**src/design/array_list_sort_search_engine_macros.svh**
```systemverilog
// Assertion macros for the array list engine.
// Depends on nothing; included by the top level.
`ifndef ARRAY_LIST_SORT_SEARCH_ENGINE_MACROS_SVH
`define ARRAY_LIST_SORT_SEARCH_ENGINE_MACROS_SVH
// check an implication on every clock edge outside reset
`define ALS_ASSERT_IMP(label, clk, rstn, ante, cons) \
  label: assert property (@(posedge clk) disable iff (!(rstn)) (ante) |-> (cons)) \
    else $error("assertion failed");
// check an implication in the cycle after the antecedent
`define ALS_ASSERT_NEXT(label, clk, rstn, ante, cons) \
  label: assert property (@(posedge clk) disable iff (!(rstn)) (ante) |=> (cons)) \
    else $error("assertion failed");
`endif

```
**src/design/als_pkg.sv**
```systemverilog
// Shared constants and types for the array list engine.
// Depends on nothing.
package als_pkg;
  localparam int Depth   = 64;
  localparam int Width   = 32;
  localparam int AddrW   = $clog2(Depth);
  localparam int CntW    = $clog2(Depth + 1);

  typedef enum logic [3:0] {
    ACT_CLEAR  = 4'd0,
    ACT_APPEND = 4'd1,
    ACT_INSERT = 4'd2,
    ACT_EDIT   = 4'd3,
    ACT_DELETE = 4'd4,
    ACT_SORTUP = 4'd5,
    ACT_SORTDN = 4'd6,
    ACT_LFIND  = 4'd7,
    ACT_BFIND  = 4'd8,
    ACT_DUMP   = 4'd9
  } action_e;

  localparam logic [1:0] ST_OK       = 2'd0;
  localparam logic [1:0] ST_BAD_POS  = 2'd1;
  localparam logic [1:0] ST_FULL     = 2'd2;
  localparam logic [1:0] ST_NOTFOUND = 2'd3;
endpackage

```
**src/design/als_ram.sv**
```systemverilog
// Generic single-port-write, single-port-read RAM with registered read.
// Depends on nothing.
module als_ram #(
  parameter int W = 32,
  parameter int D = 64
) (
  input  logic                 clk_i,
  input  logic                 we_i,
  input  logic [$clog2(D)-1:0] waddr_i,
  input  logic [W-1:0]         wdata_i,
  input  logic [$clog2(D)-1:0] raddr_i,
  output logic [W-1:0]         rdata_o
);
  logic [W-1:0] mem [D];
  always_ff @(posedge clk_i) begin
    if (we_i) mem[waddr_i] <= wdata_i;
    rdata_o <= mem[raddr_i];
  end
endmodule

```
**src/design/array_list_sort_search_engine.sv**
```systemverilog
// Array list engine: one beat per command, results on a one-cycle strobe.
// Insert, delete and linear find step through the list entry by entry; binary find halves
// its range per probe; dump gives one result beat per entry (a single beat if empty).
// Sort compares position i with every later position j and swaps when out of order.
// One command at a time: busy drops as the last result beat is driven; no receiver stall.
// Reset clears the count and control; stored entries stay undefined.
`include "array_list_sort_search_engine_macros.svh"
module array_list_sort_search_engine
  import als_pkg::*;
(
  input  logic                    clk_i,
  input  logic                    rst_ni,
  input  logic                    start,
  output logic                    busy,
  input  logic [3:0]              action_i,
  input  logic [6:0]              position_i,
  input  logic signed [Width-1:0] item_value_i,
  output logic                    strobe,
  output logic [1:0]              status_o,
  output logic [6:0]              found_at_o,
  output logic signed [Width-1:0] entry_value_o,
  output logic [6:0]              entry_count_o,
  output logic                    last_o
);
  typedef enum logic [3:0] {
    S_IDLE, S_RD, S_WAIT, S_USE, S_SORT_B, S_SORT_W, S_BMID, S_DONE
  } state_e;

  state_e             state_q;
  action_e            act_q;
  logic [Width-1:0]   val_q, a_q;
  logic [CntW-1:0]    cnt_q, i_q, j_q, lo_q, hi_q;
  logic               sw_q;
  logic               we;
  logic [AddrW-1:0]   waddr, raddr;
  logic [Width-1:0]   wdata, rdata;
  logic [CntW:0]      mid_sum;
  logic [CntW-1:0]    mid;

  als_ram #(.W(Width), .D(Depth)) u_ram (
    .clk_i, .we_i(we), .waddr_i(waddr), .wdata_i(wdata), .raddr_i(raddr), .rdata_o(rdata)
  );

  assign busy = (state_q != S_IDLE);
  assign mid_sum = {1'b0, lo_q} + {1'b0, hi_q};
  assign mid = mid_sum[CntW:1];

  function automatic logic gt(logic [Width-1:0] x, logic [Width-1:0] y);
    return $signed(x) > $signed(y);
  endfunction

  // read address: i_q for scans (i_q-1 for insert); j_q for sort compare partner; mid-1 for binary find
  always_comb begin
    raddr = i_q[AddrW-1:0];
    if (state_q == S_RD && act_q == ACT_INSERT) raddr = AddrW'(i_q - 1'b1);
    if (state_q == S_SORT_B) raddr = j_q[AddrW-1:0];
    if (state_q == S_BMID)   raddr = AddrW'(mid - 1'b1);
  end

  always_ff @(posedge clk_i or negedge rst_ni) begin
    if (!rst_ni) begin
      state_q <= S_IDLE;
      cnt_q <= '0; strobe <= 1'b0; last_o <= 1'b0;
      i_q <= '0; j_q <= '0; lo_q <= '0; hi_q <= '0; sw_q <= 1'b0;
      act_q <= ACT_CLEAR; val_q <= '0; a_q <= '0;
      status_o <= ST_OK; found_at_o <= '0; entry_value_o <= '0; entry_count_o <= '0;
      we <= 1'b0; waddr <= '0; wdata <= '0;
    end else begin
      strobe <= 1'b0;
      we <= 1'b0;
      unique case (state_q)
        S_IDLE: if (start) begin
          act_q <= action_e'(action_i);
          val_q <= item_value_i;
          status_o <= ST_OK; found_at_o <= '0; entry_value_o <= '0; last_o <= 1'b1;
          state_q <= S_DONE;
          unique case (action_i)
            ACT_CLEAR: cnt_q <= '0;
            ACT_APPEND:
              if (cnt_q >= CntW'(Depth)) status_o <= ST_FULL;
              else begin
                we <= 1'b1; waddr <= cnt_q[AddrW-1:0]; wdata <= item_value_i;
                cnt_q <= cnt_q + 1'b1;
              end
            ACT_INSERT:
              if (position_i == 7'd0 || {1'b0, position_i} > {1'b0, 7'(cnt_q)} + 8'd1)
                status_o <= ST_BAD_POS;
              else if (cnt_q >= CntW'(Depth)) status_o <= ST_FULL;
              else begin
                // walk down from count: copy i-1 to i
                j_q <= CntW'(position_i) - 1'b1;
                i_q <= cnt_q;
                state_q <= S_RD;
              end
            ACT_EDIT:
              if (position_i == 7'd0 || CntW'(position_i) > cnt_q) status_o <= ST_BAD_POS;
              else begin
                we <= 1'b1; waddr <= AddrW'(position_i - 7'd1); wdata <= item_value_i;
              end
            ACT_DELETE:
              if (position_i == 7'd0 || CntW'(position_i) > cnt_q) status_o <= ST_BAD_POS;
              else begin
                i_q <= CntW'(position_i);
                state_q <= S_RD;
              end
            ACT_SORTUP, ACT_SORTDN: begin
              i_q <= '0; j_q <= CntW'(1);
              if (cnt_q > CntW'(1)) state_q <= S_WAIT;
            end
            ACT_LFIND: begin
              i_q <= '0;
              status_o <= ST_NOTFOUND;
              if (cnt_q != '0) state_q <= S_RD;
            end
            ACT_BFIND: begin
              lo_q <= CntW'(1); hi_q <= cnt_q;
              status_o <= ST_NOTFOUND;
              if (cnt_q != '0) state_q <= S_BMID;
            end
            ACT_DUMP: begin
              i_q <= '0;
              if (cnt_q != '0) state_q <= S_RD;
            end
            default: ;
          endcase
        end
        S_RD: begin
          // address i_q presented; for insert read i-1
          if (act_q == ACT_INSERT) begin
            if (i_q == j_q) begin
              we <= 1'b1; waddr <= j_q[AddrW-1:0]; wdata <= val_q;
              cnt_q <= cnt_q + 1'b1;
              state_q <= S_DONE;
            end else begin
              i_q <= i_q - 1'b1;
              state_q <= S_USE;
            end
          end else if (act_q == ACT_DELETE && i_q >= cnt_q) begin
            cnt_q <= cnt_q - 1'b1;
            state_q <= S_DONE;
          end else state_q <= S_USE;
        end
        S_USE: begin
          unique case (act_q)
            ACT_INSERT: begin
              we <= 1'b1; waddr <= AddrW'(i_q + 1'b1); wdata <= rdata;
              state_q <= S_RD;
            end
            ACT_DELETE: begin
              we <= 1'b1; waddr <= AddrW'(i_q - 1'b1); wdata <= rdata;
              i_q <= i_q + 1'b1;
              state_q <= S_RD;
            end
            ACT_LFIND:
              if (rdata == val_q) begin
                status_o <= ST_OK; found_at_o <= 7'(i_q + 1'b1); state_q <= S_DONE;
              end else if (i_q + 1'b1 >= cnt_q) state_q <= S_DONE;
              else begin
                i_q <= i_q + 1'b1; state_q <= S_RD;
              end
            ACT_BFIND:
              if (rdata == val_q) begin
                status_o <= ST_OK; found_at_o <= 7'(i_q); state_q <= S_DONE;
              end else if (gt(val_q, rdata)) begin
                lo_q <= i_q + 1'b1; state_q <= S_BMID;
              end else if (i_q == CntW'(1)) state_q <= S_DONE;
              else begin
                hi_q <= i_q - 1'b1; state_q <= S_BMID;
              end
            default: begin
              // dump beat
              strobe <= 1'b1; status_o <= ST_OK; found_at_o <= '0;
              entry_value_o <= rdata; entry_count_o <= 7'(cnt_q);
              last_o <= (i_q + 1'b1 == cnt_q);
              if (i_q + 1'b1 == cnt_q) state_q <= S_IDLE;
              else begin
                i_q <= i_q + 1'b1; state_q <= S_RD;
              end
            end
          endcase
        end
        S_WAIT: state_q <= S_SORT_B;   // a (i_q) read in flight
        S_SORT_B: begin
          if (j_q == i_q + 1'b1) a_q <= rdata;   // b (j_q) read in flight
          state_q <= S_SORT_W;
        end
        S_SORT_W: begin
          sw_q <= (act_q == ACT_SORTUP) ? gt(a_q, rdata) : gt(rdata, a_q);
          if ((act_q == ACT_SORTUP) ? gt(a_q, rdata) : gt(rdata, a_q)) begin
            we <= 1'b1; waddr <= i_q[AddrW-1:0]; wdata <= rdata;
            a_q <= rdata;
            val_q <= a_q;
          end
          state_q <= S_BMID;
        end
        S_BMID: begin
          if (act_q == ACT_BFIND) begin
            i_q <= mid;
            state_q <= (lo_q <= hi_q) ? S_USE : S_DONE;
          end else begin
            // finish sort step: write old a to j if swapped
            if (sw_q) begin
              we <= 1'b1; waddr <= j_q[AddrW-1:0]; wdata <= val_q;
            end
            if (j_q + 1'b1 < cnt_q) begin
              j_q <= j_q + 1'b1; state_q <= S_SORT_B;
            end else if (i_q + 2'd2 < cnt_q) begin
              i_q <= i_q + 1'b1; j_q <= i_q + 2'd2; state_q <= S_WAIT;
            end else state_q <= S_DONE;
          end
        end
        S_DONE: begin
          strobe <= 1'b1; last_o <= 1'b1; entry_count_o <= 7'(cnt_q);
          state_q <= S_IDLE;
        end
        default: state_q <= S_IDLE;
      endcase
    end
  end

  `ALS_ASSERT_IMP(a_strobe_busy, clk_i, rst_ni, strobe && !last_o, busy)
  `ALS_ASSERT_IMP(a_cnt_range, clk_i, rst_ni, 1'b1, cnt_q <= CntW'(Depth))
  `ALS_ASSERT_NEXT(a_start_busy, clk_i, rst_ni, start && !busy, busy)
endmodule

```
**config.mk**
```make
export PLATFORM = sky130hd
export DESIGN_NAME = array_list_sort_search_engine
export DESIGN_NICKNAME = d
export VERILOG_FILES = /design/src/design/als_pkg.sv /design/src/design/als_ram.sv /design/src/design/array_list_sort_search_engine.sv
export VERILOG_INCLUDE_DIRS = /design/src /design/src/design
export SDC_FILE = /design/constraint.sdc
export NUM_CORES = 2
export LEC_CHECK = 0
export BUFFER_PORTS_ARGS = -buffer_cell sky130_fd_sc_hd__buf_2
export CORE_MARGIN = 5
export CORE_UTILIZATION = 30
export CTS_CLUSTER_SIZE = 16
export DETAILED_ROUTE_END_ITERATION = 8
export SYNTH_ARGS = -nofsm -noshare
export SYNTH_HDL_FRONTEND = slang
export SYNTH_SLANG_ARGS = --single-unit
```
**constraint.sdc**
```tcl
create_clock -name clk_i -period 5.4 [get_ports clk_i]
set_clock_uncertainty 0.05 [all_clocks]
set_input_delay 0.27 -clock clk_i [delete_from_list [all_inputs] [get_ports clk_i]]
set_output_delay 0.27 -clock clk_i [all_outputs]
set_load 0.05 [all_outputs]
```
Yosys cells after proc, flatten, opt, wreduce, memory -nomap -nowiden --
Memories as Yosys holds them, arrays and structs flattened. A register that Yosys moved wholly into a read port is not among the register bits. Cells that the tools add are included.
Cells by class: add/subtract/negate cells 10, $lt $le $gt $ge 12, eq/ne operators 65, multiplexer cells 133, reduce and logical (&&, ||, !) cells 42
Operator list (count):
- 32-bit two-way mux | 14
- 7-bit two-way mux | 38
- 32-bit case mux with 2 select lines | 4
- 32-bit case mux with 5 select lines | 1
- 7-bit case mux with 2 select lines | 8
- 32-bit > comparator | 3
- 6-bit two-way mux | 11
- 7-bit case mux with 3 select lines | 3
- 4-bit by 3-bit == test with 1-bit output (second input constant) | 11
- 3-bit two-way mux | 13
- 3-bit != test (second input constant) | 12
- 32-bit == test | 1
- 6-bit case mux with 5 select lines | 1
- 2-bit != test (second input constant) | 14
- 4-bit case mux with 7 select lines | 1
- 7-bit case mux with 4 select lines | 1
- 6-bit case mux with 2 select lines | 2
- 11-bit AND reduction | 2
- 7-bit by 1-bit adder with 7-bit output (second input constant) | 3
- 7-bit == test | 3
- 1-bit two-way mux | 21
- 7-bit by 1-bit subtractor with 7-bit output (second input constant) | 3
- 4-bit by 2-bit == test with 1-bit output (second input constant) | 5
- 3-bit by 1-bit != test with 1-bit output (second input constant) | 6
- 45 further kinds | 81
Storage, ports and cells: bits in registers 197, bits in writable memories 2048, bits of input ports 46, output and inout port bits 51, word-level logic and storage cells 282, memories kept 1
Memories:
- u_ram.mem | depth 64, width 32, read ports 1, clocked after memory_dff 1, write ports 1, line als_ram.sv:14 | logic [W-1:0] mem [D];

Longest topological paths before layout --
depth in word-level cells 7, depth in mapped cells 16, depth with buffers taken out 14

By module --
A second synthesis with hierarchy kept.
Second synthesis, totals: cell total of the unflattened synthesis 5069, area total of the unflattened synthesis 93350.8 sq um
By module, submodules not included:
- als_ram | times used 1, cells each 3511, area an instance 79039.6 sq um, sequential area each 62139.6 sq um
- array_list_sort_search_engine | times used 1, cells each 1558, area an instance 14311.2 sq um, sequential area each 4904.7 sq um

Worst setup path before layout --
Ideal clock, no wire load.
kind register to register, start register waddr[0], end memory u_ram.mem[32][0], enable pin, library setup time 0.461 ns, arrival time 3.402 ns, data required time 4.889 ns, setup slack 1.487 ns, stages on the path, launching flop included 4, path buffers 0, clock period less this slack 3.913 ns, path through dfrtp_1 nor2b_1 or3b_2 nor3_1
RTL lines:
- start: declaration | line array_list_sort_search_engine.sv:35 | logic [AddrW-1:0] waddr, raddr;
- start signal: assignment | line array_list_sort_search_engine.sv:67 | we <= 1'b0; waddr <= '0; wdata <= '0;
- start signal: assignment | line array_list_sort_search_engine.sv:82 | we <= 1'b1; waddr <= cnt_q[AddrW-1:0]; wdata <= item_value_i;
- start signal: assignment | line array_list_sort_search_engine.sv:98 | we <= 1'b1; waddr <= AddrW'(position_i - 7'd1); wdata <= item_value_i;
- end: declaration | line als_ram.sv:14
Straight into the memory's write port.

Worst setup path in the final report --
start register lo_q[0], end register u_ram.rdata_o[31] (read register of u_ram.mem)
Between the ends: word-level cells in the longest chain between the ends 3
RTL lines:
- start: declaration | line array_list_sort_search_engine.sv:32 | logic [CntW-1:0] cnt_q, i_q, j_q, lo_q, hi_q;
- start signal: assignment | line array_list_sort_search_engine.sv:116 | lo_q <= CntW'(1); hi_q <= cnt_q;
- 7-bit by 7-bit adder with 8-bit output | line array_list_sort_search_engine.sv:45 | assign mid_sum = {1'b0, lo_q} + {1'b0, hi_q};
- 6-bit by 1-bit subtractor with 6-bit output | line array_list_sort_search_engine.sv:57 | if (state_q == S_BMID) raddr = AddrW'(mid - 1'b1);
- 6-bit two-way mux | line array_list_sort_search_engine.sv:57
- end: declaration | line als_ram.sv:12 | output logic [W-1:0] rdata_o
Every way passes these cells. A chain may end at the register's enable or synchronous reset.

==> flow_summary.yaml <==
drt:
  routedWlPerCell_um: 24.4
  vias_per_cell: 4.99
  drc: 2
  antenna_left: 0
  drt_wl_total_um: 268000
  drt_iter0_drc: 5052
  first_pass_iters: 9
  vias: 54900
setup_path:
  end_kind: "register"
  rr_endpoint: "u_ram.rdata_o[31]$_DFF_P_"
  startpoint_type: "register"
  reg2reg_slack_ps: 400
  reg2reg_depth: 17
  arrival_ps: 5660
  reg2reg_from: "lo_q[0]$_DFFE_PN0P_"
  path_class: "reg -> reg"
  crit_required_ps: 6070
  crit_fanout: 35
logic_synthesis:
  ys_seq_area_share_pct: 67.8
  synth-main-ff-cell: "edfxtp_1"
  avgSynthCellArea_um2: 16.2
  syn_nets: 6283
  ys_warn_count: 0
  synth_area_um2: 98800
  synthDistinctLibCells: 76
  netlist_instances: 6106
  async_flop_share_pct: 8.61
  synth-edff-count: 2048
  ys_seq_elements: 2276
sta:
  fmax_ghz: 0.200
  finalHoldViolCount: 0
  finalSetupViolations: 0
  finalSetupTns_ps: 0
  slew_headroom_pct: 17.0
  tightestPinTransition_ps: 1240
  fin_crit_sh_pct: 92.6
  finalMaxSlewViolations: 0
  period_needed_ps: 5000
  rsz0062_at_grt: "false"
global_routing:
  grt_max_degree: 110
  antenna_found_initial: 11
  grt_pass1_wl_um: 384000
  track_usage_pct: 15.2
  globalRoute.totalOverflow: 0
  grt_pass1_vias: 54300
final_layout:
  layout_common_cells: "2,090 x mux2i_1, 2,048 x edfxtp_1, 258 x buf_4"
  final_cells: 11000
  fillers: 30800
  layout_commonest_cell: "mux2i_1"
  syn_to_final_growth_pct: 16.0
  final_nets: 6627
  layout-drive-gt1-share_pct: 14.3
floorplanning:
  die_x_um: 584
  ioPinCount: 97
  core_um2: 328000
  initial_core_util_pct: 30.2
  die_area_um2: 341000
  die_h_um: 584
  rows: 210
cts:
  cts_tree: "built"
  path_clk_slew_ps: 70
  cts_buffer_depth: 3
  cts.sinks: 2276
  clk_latency_ps: 880
  cts_made_buffers: 227
  htreeDepth: 4
  cts_root_buf: "clkbuf_16"
power:
  pwr_density_cell_nw_per_um2: 674
  swShare_pct: 40.6
  power_leakage_nw: 41.1
  clkPwrFrac_pct: 20.4
  ir_worst_vdd_v: 0.000497
  combPwrFrac_pct: 48.7
  power_switching_mw: 31.4
  p_int_mw: 45.9
  power_frac_seq_pct: 30.9
min_path:
  holdPathStages: 5
  min_to: "i_q[3]$_DFFE_PN0P_"
  min_from: "position_i[3]"
  hp-class: "in -> reg"
placed_design:
  gp_congestion: 0.903
  dp_hpwl_um: 161000
  port_buffers: 96
  dp.cells: 10500
status:
  status: "complete, but fails checks"
  violations: "design-rule violations"
run:
  timing.max_cap.violations: 0
==> cell families after synthesis <==
| kind of cell | after synthesis | synth area share, % |
|---|---|---|
| muxes | 2183 | 22.2 |
| and+or+nand+nor | 512 | 2.32 |
| xor gates and xnor gates | 60 | 0.547 |
| adders and majority gates | 131 | 1.67 |
| DFF | 2276 | 67.8 |
| AOI/OAI and AO/OA | 494 | 3.26 |
| buffers and inverters | 450 | 2.13 |
==> Yosys cell counts, types with 74 or more instances <==
cell / n / area (um^2)
a21oi_1: 84 / 420
buf_2: 117 / 586
clkbuf_1: 117 / 439
dfrtp_1: 196 / 4900
edfxtp_1: 2048 / 61500
ha_1: 130 / 1630
inv_1: 114 / 428
mux2_2: 74 / 833
mux2i_1: 2090 / 20900
nand2_1: 197 / 739
nor2_1: 159 / 597
o21ai_0: 142 / 711
==> registers in the layout (all words and copies together), names as in the netlist, 2 cells and up <==
signal,count
u_ram.mem,2048
a_q,32
entry_value_o,32
u_ram.rdata_o,32
val_q,32
wdata,32
cnt_q,7
entry_count_o,7
found_at_o,7
hi_q,7
i_q,7
j_q,7
lo_q,7
waddr,6
act_q,4
state_q,3
status_o,2
==> worst max-delay path, cell delays in order, from the launching register on <==
cell      delay [ps]
dfrtp_1          410
ha_1             230
fa_1             400
xor2_1           290
ha_1             290
a211oi_1         290
a31o_4           150
buf_12           180
buf_12           230
buf_12           280
buf_12           210
mux2i_1          190
mux2i_1           90
mux2i_1          310
buf_4            190
mux2i_1           80
mux2i_1          700
mux2i_1          190
==> worst max-delay path by stage <==
stage / startpoint / slack [ps] / endpoint / depth (start not counted)
after detailed placement: lo_q[0]$_DFFE_PN0P_ / 80 / u_ram.rdata_o[13]$_DFF_P_ / 15
final: lo_q[0]$_DFFE_PN0P_ / 400 / u_ram.rdata_o[31]$_DFF_P_ / 17
after CTS: lo_q[0]$_DFFE_PN0P_ / 100 / u_ram.rdata_o[13]$_DFF_P_ / 15
after global routing: lo_q[0]$_DFFE_PN0P_ / 200 / u_ram.rdata_o[13]$_DFF_P_ / 16
after global placement: lo_q[0]$_DFFE_PN0P_ / 120 / u_ram.rdata_o[13]$_DFF_P_ / 15
after floorplan: waddr[0]$_DFFE_PN0P_ / 1490 / u_ram.mem[32][0]$_DFFE_PP_ / 3
==> layout make-up <==
type / count / area, um^2 / area share [%]
clock inverter: 162 / 1570 / 1.37
timing repair buffer: 451 / 3880 / 3.39
inverter: 114 / 428 / 0.373
tap: 4346 / 5440 / 4.74
antenna: 5 / 12.5 / 0.0109
sequential: 2276 / 67100 / 58.5
clock buffer: 269 / 5960 / 5.20
multi-input combinational: 3380 / 30200 / 26.4
==> layer usage <==
layer | track usage [%] | vias to the layer above | wire length (um)
li1 | - | 24300 | -
met1 | 21.4 | 28300 | 120000
met2 | 24.2 | 1878 | 123000
met3 | 2.29 | 369 | 17400
met4 | 4.38 | 0 | 7430
met5 | 0 | - | 0
==> per-stage QoR <==
step / util (%) / hold slack [ps] / power [mW] / setup WS [ps] / area (um^2)
floorplan: - / -75.6 / 47.5 / 1490 / 98800
global placement: 32.5 / 320 / 61.0 / 115 / 106000
detailed placement: 32.5 / 332 / 61.5 / 81.5 / 106000
CTS: 34.9 / 23.5 / 77.4 / 96.5 / 114000
global route: 35.0 / 52.2 / 80.5 / 202 / 115000
finish: 35.0 / 94.6 / 77.3 / 401 / 115000
==> power groups by stage <==
stage,combinational (mW),sequential (mW),clock [mW]
global placement,36.9,24.1,0
finish,37.6,23.9,15.8
CTS,37.5,23.8,16.1
global route,39.7,24.0,16.8
detailed placement,37.3,24.2,0
floorplan,22.4,25.1,0
==> repair_timing <==
item / 4_1_cts / 5_1_grt
hold buffers: 50 / 0
hold endpoints to repair: 163 / 0
endpoints found under the setup margin: 0 / 4
setup buffers: 0 / 13
resized for setup: 0 / 0
No activity file was read; power rests on OpenSTA's default activity.
